### config.mk
export PLATFORM = sky130hd
export DESIGN_NAME = cmwc_front
export DESIGN_NICKNAME = d
export VERILOG_FILES = /design/src/hdl/cmwc4096_random_generator_macros.svh /design/src/hdl/cmwc_pkg.sv /design/src/hdl/cmwc_front.sv
export SDC_FILE = /design/constraint.sdc
export NUM_CORES = 1
export LEC_CHECK = 0
export ABC_AREA = 1
export BUFFER_PORTS_ARGS = -buffer_cell sky130_fd_sc_hd__buf_2
export CAP_MARGIN = 0
export CORE_UTILIZATION = 56
export DETAILED_ROUTE_END_ITERATION = 12
export GPL_ROUTABILITY_DRIVEN = 1
export PLACE_DENSITY = 0.84
export SYNTH_ARGS = -nofsm -noshare
export SYNTH_HDL_FRONTEND = slang
export SYNTH_SLANG_ARGS = --single-unit
export TNS_END_PERCENT = 50
### constraint.sdc
create_clock -name clk -period 3.9 [get_ports clk]
set_clock_uncertainty 0.2 [all_clocks]
set_input_delay 0.195 -clock clk [delete_from_list [all_inputs] [get_ports clk]]
set_output_delay 0.195 -clock clk [all_outputs]
set_load 0.02 [all_outputs]
### src/hdl/cmwc4096_random_generator_macros.svh
`ifndef CMWC4096_RANDOM_GENERATOR_MACROS_SVH
`define CMWC4096_RANDOM_GENERATOR_MACROS_SVH

// same-cycle implication, checked while out of reset
`define CMWC_ASSERT_NOW(lbl, ante, cons, msg) \
  lbl: assert property (@(posedge clk) disable iff (!rst_n) (ante) |-> (cons)) \
    else $error(msg);

// next-cycle implication, checked while out of reset
`define CMWC_ASSERT_NEXT(lbl, ante, cons, msg) \
  lbl: assert property (@(posedge clk) disable iff (!rst_n) (ante) |=> (cons)) \
    else $error(msg);

`endif

### src/hdl/cmwc_pkg.sv
`timescale 1ns / 1ps
`default_nettype none

package cmwc_pkg;

  localparam int STREAMS  = 4;
  localparam int STREAM_W = (STREAMS > 1) ? $clog2(STREAMS) : 1;

  localparam int LAG_LEN   = 4096;
  localparam int IDX_W     = 12;
  localparam int LAG_DEPTH = STREAMS * LAG_LEN;
  localparam int ADDR_W    = $clog2(LAG_DEPTH);

  localparam logic [IDX_W-1:0] LAG_MASK   = IDX_W'(LAG_LEN - 1);
  localparam logic [15:0]      GEN_MULT   = 16'd18782;
  localparam logic [31:0]      GEN_R      = 32'hffff_fffe;
  localparam logic [31:0]      INIT_MULT  = 32'd1812433253;
  localparam logic [31:0]      CARRY_MOD  = 32'd809430660;
  localparam int               INIT_SHIFT = 30;
  localparam int               PROD_W     = 48;

  localparam int QDEPTH = 2;
  localparam int QPTR_W = $clog2(QDEPTH);
  localparam int QCNT_W = $clog2(QDEPTH + 1);

  typedef logic [1:0]          op_t;
  typedef logic [STREAM_W-1:0] stream_t;

  localparam op_t OP_GEN  = 2'd0;
  localparam op_t OP_SEED = 2'd1;
  localparam op_t OP_NOP  = 2'd2;

  typedef struct packed {
    op_t         op;
    stream_t     stream;
    logic [31:0] seed;
  } cmd_t;

endpackage

`default_nettype wire

### src/hdl/cmwc_front.sv
`timescale 1ns / 1ps
`default_nettype none

module cmwc_front (
  input  wire              clk,
  input  wire              rst_n,
  input  wire              start,
  output logic             busy,
  input  wire              in_req_type,
  input  wire  [1:0]       in_stream_id,
  input  wire  [31:0]      in_seed_value,
  output logic             head_valid,
  output cmwc_pkg::cmd_t   head_cmd,
  input  wire              head_pop
);

  import cmwc_pkg::*;

  cmd_t              q_r [QDEPTH];
  logic [QPTR_W-1:0] wr_ptr_r, wr_ptr_nxt;
  logic [QPTR_W-1:0] rd_ptr_r, rd_ptr_nxt;
  logic [QCNT_W-1:0] count_r, count_nxt;
  logic [7:0]        sid_ext;
  logic              in_range;
  logic              accept;
  cmd_t              in_cmd;

  // classify: out-of-range streams become a no-op that still answers
  always_comb begin
    sid_ext       = 8'(in_stream_id);
    in_range      = (sid_ext < 8'(STREAMS));
    in_cmd.stream = STREAM_W'(sid_ext);
    in_cmd.seed   = in_seed_value;
    if (!in_range) begin
      in_cmd.op = OP_NOP;
    end else if (in_req_type) begin
      in_cmd.op = OP_SEED;
    end else begin
      in_cmd.op = OP_GEN;
    end
  end

  assign busy       = (count_r == QCNT_W'(QDEPTH));
  assign accept     = start && !busy;
  assign head_valid = (count_r != '0);
  assign head_cmd   = q_r[rd_ptr_r];

  always_comb begin
    wr_ptr_nxt = accept ? wr_ptr_r + QPTR_W'(1) : wr_ptr_r;
    rd_ptr_nxt = head_pop ? rd_ptr_r + QPTR_W'(1) : rd_ptr_r;
    count_nxt  = count_r + QCNT_W'(accept) - QCNT_W'(head_pop);
  end

  always_ff @(posedge clk) begin
    if (!rst_n) begin
      wr_ptr_r <= '0;
      rd_ptr_r <= '0;
      count_r  <= '0;
    end else begin
      wr_ptr_r <= wr_ptr_nxt;
      rd_ptr_r <= rd_ptr_nxt;
      count_r  <= count_nxt;
    end
  end

  always_ff @(posedge clk) begin
    if (accept) begin
      q_r[wr_ptr_r] <= in_cmd;
    end
  end

endmodule

`default_nettype wire

Word-level counts from Yosys, hierarchy flattened
Memories as Yosys holds them, arrays and structs flattened. A register that Yosys moved wholly into a read port is not among the register bits. Index checks and enable logic that the tools add are counted.

Register bits: 4. RAM bits: 70. Input bits: 39. Output and inout port bits: 38. Logic and storage cells: 17. Memories kept: 1.

Memories: q_r (depth 2, width 35, rd ports 1, clocked after Yosys merged registers in 1, write ports 1, RTL line cmwc_front.sv:19) `cmd_t q_r [QDEPTH];`.

Add/subtract/negate cells: 4. Equality and inequality tests: 1. Muxes and demuxes: 5. Reductions and logical operators: 3.

Operator list (number): two-way mux 1 bit (5); adder 1 bit, second input constant (2); adder 2 x 1 -> 2 bit (1); equality test 2 bit, second input constant (1); nonzero test 2 bit (1); subtractor 2 x 1 -> 2 bit (1); logical AND 1 bit (1); logical NOT 1 bit (1).

Depth between registers and ports, before layout
Gate-level depths: netlist (run 1).

Word-level depth: 5. Gate-level depth with buffers: 11.

Worst setup path after synthesis (run 1)
Ideal clock, no wire load.

Path kind: reg2reg. Start: reg count_r[0]. End: mem q_r[0][0] in the netlist's numbering (enable). Library setup time: 0.427 ns. Arrival time: 2.013 ns. Slack: 1.260 ns. Stages on the path, launching flop included: 5. Buffers on the path: 0. Period minus slack after synthesis: 2.640 ns. Cell sequence: dfxtp_1 > inv_1 > nand2_1 > nand2_1 > nor2_1.

Cells in the longest elaborated chain, start to end: 5.

Ends and longest elaborated chain: start, declared (RTL line cmwc_front.sv:22) `logic [QCNT_W-1:0] count_r, count_nxt;`; start signal, assigned (RTL line cmwc_front.sv:62) `count_r <= count_nxt;`; equality test 2 bit (RTL line cmwc_front.sv:43) `assign busy = (count_r == QCNT_W'(QDEPTH));`; logical NOT 1 bit (RTL line cmwc_front.sv:44) `assign accept = start && !busy;`; logical AND 1 bit (RTL line cmwc_front.sv:44); two-way mux 1 bit (RTL line cmwc_front.sv:67) `if (accept) begin`; two-way mux 1 bit (implied by the code) (RTL line cmwc_front.sv:68) `q_r[wr_ptr_r] <= in_cmd;`; end, declared (RTL line cmwc_front.sv:19).

Every way passes these cells.

==> flow_summary.toml, run 1 <==
[synth]
synth_nets = 187
synth_area_mm2 = 0.00293
syn_avg_cell_area_um2 = 20.0
postSynthCellCount = 146
yosysSeqAreaShare_pct = 75.2
synth_cell_types = 14
yosys_warnings = 0
synth-seq-cells = 75

[worst_setup_path]
cp_slowest_cell = "dfxtp_2"
arrival_ns = 2.01
end_kind = "output port"
cp_num_buf_inv = 1
path_cells = "mux2_2 -> buf_2"
crit_type = "flip-flop to output port"
crit_path_start_kind = "flip-flop"
critical-path-top-delay-family = "flip-flops"
worst_path_largest_cell_delay_ns = 1.07
r2r_setup_slack_ns = 1.85
required_ns = 3.50
path_max_fanout = 35

[detailed_routing]
drc_errors = 0
num_vias = 1659
drt_wl_total_um = 5350
drtIter0Drc = 91
first_pass_iters = 4
vias_per_cell = 4.91
ant_nets = 0
wl_per_cell_um = 15.8

[cts]
cts-root-buf = "clkbuf_8"
clock-sinks = 75
cts_made_buffers = 9
cts_setup_buffers = 0
hold_buffers = 38
cts_tree = "built"
clkLatencyLatePin_ns = 0.34
post_cts_resized = 0
h-tree-depth = 3
cts.clk_slew.worst_paths_ns = 0.07
cts_buffer_depth = 2

[cells_and_area]
diodes = 0
final_cell_mix = "75 x buf_2, 70 x edfxtp_1, 38 x dlygate4sd3_1"
final_nets = 307
layout-drive-gt1-share_pct = 46.9
synthToLayoutAreaGrowth_pct = 35.3
fin_cells = 338
finish.utilization_pct = 81.2
final_common_cell = "buf_2"
final_area_mm2 = 0.00396

[grt]
grt-ovfl-total = 0
grt_pass1_wl_um = 8180
grt_max_degree = 36
antenna_found_initial = 0
grt_pass1_vias = 1783
grt_usage_pct = 21.5

[flow_run]
max-cap-violations = 0

[sta]
fin_crit_sh_pct = 61.5
max_freq_ghz = 0.417
setup_viol = 0
slew_headroom_pct = 26.2
hold_ws_ns = 0.335
setup_tns_ns = 0
slew_violations = 0
rsz0062_at_grt = "false"
hold_violations = 0
worstMarginPinSlew_ns = 1.11
min_period_ns = 2.40

[die]
ios = 77
initial_core_util_pct = 60.0
die_y_um = 74.3
die_area_mm2 = 0.00552
coreArea_mm2 = 0.00488
die_x_um = 74.3
rows = 25

[placed_design]
dp.cells = 284
io_buffers = 75
place_area_mm2 = 0.00332
place_congestion = 0.732
dp_hpwl_um = 2970

[outcome]
status = "finished, final reports clean"

[worst_hold_path]
hp-class = "flip-flop to flip-flop"

[power]
irDropWorstVdd_uv = 394
p_leak_nw = 1.64
power.density_mw_per_mm2 = 523
[synthesized netlist by cell type]
cell | count | area share [%]
a21oi_1 | 2 | 0.34
buf_12 | 3 | 2.1
buf_4 | 1 | 0.26
buf_6 | 1 | 0.38
conb_1 | 1 | 0.13
dfxtp_1 | 5 | 3.4
edfxtp_1 | 70 | 72
ha_1 | 2 | 0.85
inv_1 | 8 | 1.0
mux2_2 | 5 | 1.9
mux2_4 | 30 | 15
nand2_1 | 10 | 1.3
nand3_1 | 2 | 0.34
nor2_1 | 6 | 0.77
[worst register-to-register path, cell delays in order (launching register included)]
cell     delay [ns]
dfxtp_1        0.34
inv_1          0.06
nand2_1        0.11
nand3_1        0.10
inv_1          0.52
buf_4          0.39
[metrics by stage]
| stage | power, mW | setup WS (ns) |
|---|---|---|
| after floorplan | 1.21 | 1.26 |
| after global placement | 1.28 | 1.85 |
| after detailed placement | 1.29 | 1.81 |
| after CTS | 2.08 | 1.46 |
| after global routing | 2.14 | 1.39 |
| final | 2.07 | 1.50 |
[per-layer routing]
layer  track usage [%]  up-vias  routed length [um]
met5                 0        -                   0
met4              11.1        0                 111
met3              5.69       11                 251
met2              37.8       64                2860
met1              24.3      799                2130
li1                  -      785                   -
[cells by family after synthesis]
logic type                 after synthesis  share of synthesized area (%)
DFF                                     75                           75.2
muxes                                   35                           17.3
and+or+nand+nor                         18                           2.39
buffers and inverters                   13                           3.72
AOI/OAI and AO/OA                        2                          0.342
adders and majority gates                2                          0.855
other                                    1                          0.128
[report_power, final]
group	internal (mW)	total, mW	switching [mW]
Sequential	0.963	0.997	0.0345
Clock	0.489	0.760	0.270
Combinational	0.147	0.313	0.166
[flip-flops by register name, indices dropped and copies added, names as in the netlist, named ones only]
| name | cells |
|---|---|
| q_r | 70 |
| wr_ptr_r | 1 |
| count_r | 2 |
| rd_ptr_r | 1 |
[layout make-up]
cell class              count  area [um2]
fillers                   276         920
clock inverters             5         125
flip-flops and latches     75        2200
repair buffers            114         763
multi-input cells          58         623
inverters                   8        30.0
clock buffers              11         131
well taps                  67        83.8
[path summary, 6_finish.rpt]
check	from	end	depth (start not counted)
worst max-delay path	flip-flop	head_cmd[24]	2
worst min-delay path	rd_ptr_r	rd_ptr_r	2
worst max register to register	count_r[0]	q_r[1][18]	5
worst min register to register	rd_ptr_r	rd_ptr_r	2
No activity file was read; power rests on OpenSTA's default activity.
==> run 2, diff against run 1 <==
--- a/config.mk
+++ b/config.mk
@@ -8,10 +8,10 @@
 export ABC_AREA = 1
 export BUFFER_PORTS_ARGS = -buffer_cell sky130_fd_sc_hd__buf_2
 export CAP_MARGIN = 0
-export CORE_UTILIZATION = 56
+export CORE_UTILIZATION = 47
 export DETAILED_ROUTE_END_ITERATION = 12
 export GPL_ROUTABILITY_DRIVEN = 1
-export PLACE_DENSITY = 0.84
+export PLACE_DENSITY = 0.75
 export SYNTH_ARGS = -nofsm -noshare
 export SYNTH_HDL_FRONTEND = slang
 export SYNTH_SLANG_ARGS = --single-unit
==> constraint.sdc (replaced) <==
create_clock -name clk -period 2 [get_ports clk]
set_clock_uncertainty 0.2 [all_clocks]
set_input_delay 0.1 -clock clk [delete_from_list [all_inputs] [get_ports clk]]
set_output_delay 0.1 -clock clk [all_outputs]
set_load 0.02 [all_outputs]
==> run 2 against run 1 <==
Sequential cell count did not move. Register-to-register slack lost 1.6 ns. Via count is 1.6% lower. Final cell count increased by 3.8%. Hold slack worse by 0.053 ns. First-iteration DRC count down 48%. Critical path type is now flip-flop to flip-flop. Largest power group unchanged.
==> flow_summary.toml, run 2 (synthesis gave the netlist of run 1 again) <==
[outcome]
status = "finished, final reports clean"

[worst_setup_path]
r2r_end = "count_r[1]"
rr_startpoint = "count_r[0]"
path_max_fanout = 4
reg2regPathDepth = 10
end_kind = "flip-flop"
crit_type = "flip-flop to flip-flop"
worst_path_largest_cell_delay_ns = 0.34
arrival_ns = 1.83
crit_path_start_kind = "flip-flop"
required_ns = 2.03
cp_slowest_cell = "dfxtp_1"
r2r_setup_slack_ns = 0.20
path_cells = "inv_1 -> nand2_1 -> nand2_1 -> ha_1 -> inv_1 -> ha_1 -> inv_1 -> nand2_1 -> a21oi_1 -> nor2_1"

[cells_and_area]
final_area_mm2 = 0.00396
largest-register = "q_r"
diodes = 0
synthToLayoutAreaGrowth_pct = 35.3
final_nets = 312
top_regs = "q_r x70, count_r x2"
layout-drive-gt1-share_pct = 47.8
final_common_cell = "buf_2"
finish.utilization_pct = 66.5
largest_register_ff_count = 70
num-fill-cells = 431
final_cell_mix = "75 x buf_2, 70 x edfxtp_1, 38 x dlygate4sd3_1"

[die]
die_y_um = 80.9
coreArea_mm2 = 0.00596
ios = 77
rows = 28
initial_core_util_pct = 49.1
die_area_mm2 = 0.00655
die_x_um = 80.9

[sta]
setup_viol = 0
fin_crit_sh_pct = 89.8
max_freq_ghz = 0.557
min_period_ns = 1.80
setup_tns_ns = 0
hold_ws_ns = 0.282
hold_violations = 0
rsz0062_at_grt = "false"
slew_violations = 0
fin_ws_ns = 0.205

[detailed_routing]
drc_errors = 0
ant_nets = 0
wl_per_cell_um = 13.5
drt_wl_total_um = 4740
num_vias = 1632
vias_per_cell = 4.65
drtIter0Drc = 47
first_pass_iters = 4

[cts]
cts_buffer_depth = 2
cts_setup_buffers = 0
clkLatencyLatePin_ns = 0.33
post_cts_resized = 0
cts-root-buf = "clkbuf_8"
h-tree-depth = 3
clock-sinks = 75
cts_made_buffers = 9
cts.clk_slew.worst_paths_ns = 0.07
hold_buffers = 38
cts_tree = "built"

[worst_hold_path]
holdPathStages = 2
hp-start = "in_seed_value[30]"
hp-class = "input port to flip-flop"
min_to = "q_r[0][30]"

[power]
irDropWorstVdd_uv = 554
power.density_mw_per_mm2 = 914
p_leak_nw = 1.63

[placed_design]
dp_hpwl_um = 3020
pre_cts_ws_ns = 0.230
place_congestion = 0.692
io_buffers = 75
place_area_mm2 = 0.00340

[grt]
grt-ovfl-total = 0
grt_usage_pct = 16.0
antenna_found_initial = 0
grt_pass1_vias = 1671
grt_max_degree = 28
grt_pass1_wl_um = 7430

[flow_run]
max-cap-violations = 0
run 2: how the worst max path moves through the flow:
stage	startpoint	endpoint	slack, ns	cells past startpoint
floorplan	count_r[0]	q_r[1][0]	0.16	4
global placement	count_r[0]	count_r[1]	0.33	10
detailed placement	count_r[0]	count_r[1]	0.23	10
CTS	count_r[0]	count_r[1]	0.22	10
global route	count_r[0]	count_r[1]	0.06	10
finish	count_r[0]	count_r[1]	0.20	10
run 2: final cells by class:
cell class	count	area, um2	share of cell area (%)
Clock inverter	6	56.3	1.42
Multi-Input combinational cell	58	623	15.7
Clock buffer	10	128	3.22
Tap cell	75	93.8	2.37
Sequential cell	75	2200	55.6
Inverter	8	30.0	0.758
Timing Repair Buffer	119	826	20.9
run 2: report_power, final:
| group | switching [mW] | internal [mW] |
|---|---|---|
| clock network | 0.495 | 0.565 |
| registers | 0.0368 | 1.88 |
| logic | 0.344 | 0.305 |
run 2: metal layers:
metal / vias up / wire length (um) / GRT usage, %
met4: 0 / 36 / 6.61
met1: 779 / 1990 / 17.6
met2: 55 / 2410 / 27.9
met5: - / 0 / 0
met3: 3 / 308 / 5.84
li1: 795 / - / -
run 2: metrics by stage:
stage                     cells  power (mW)
after detailed placement    297        2.54
after floorplan             146        2.35
after CTS                   351        3.67
final                       351        3.62
after global placement      297        2.53
after global routing        351        3.79
run 2: critical path, delay by kind of cell (launching register included):
kind	cells	cell delay (ns)
adder cells (fa/ha/maj)	2	0.49
AND/OR/NAND/NOR	4	0.36
AO/OA/AOI/OAI	1	0.14
buffers and inverters	3	0.16
flip-flops	1	0.34
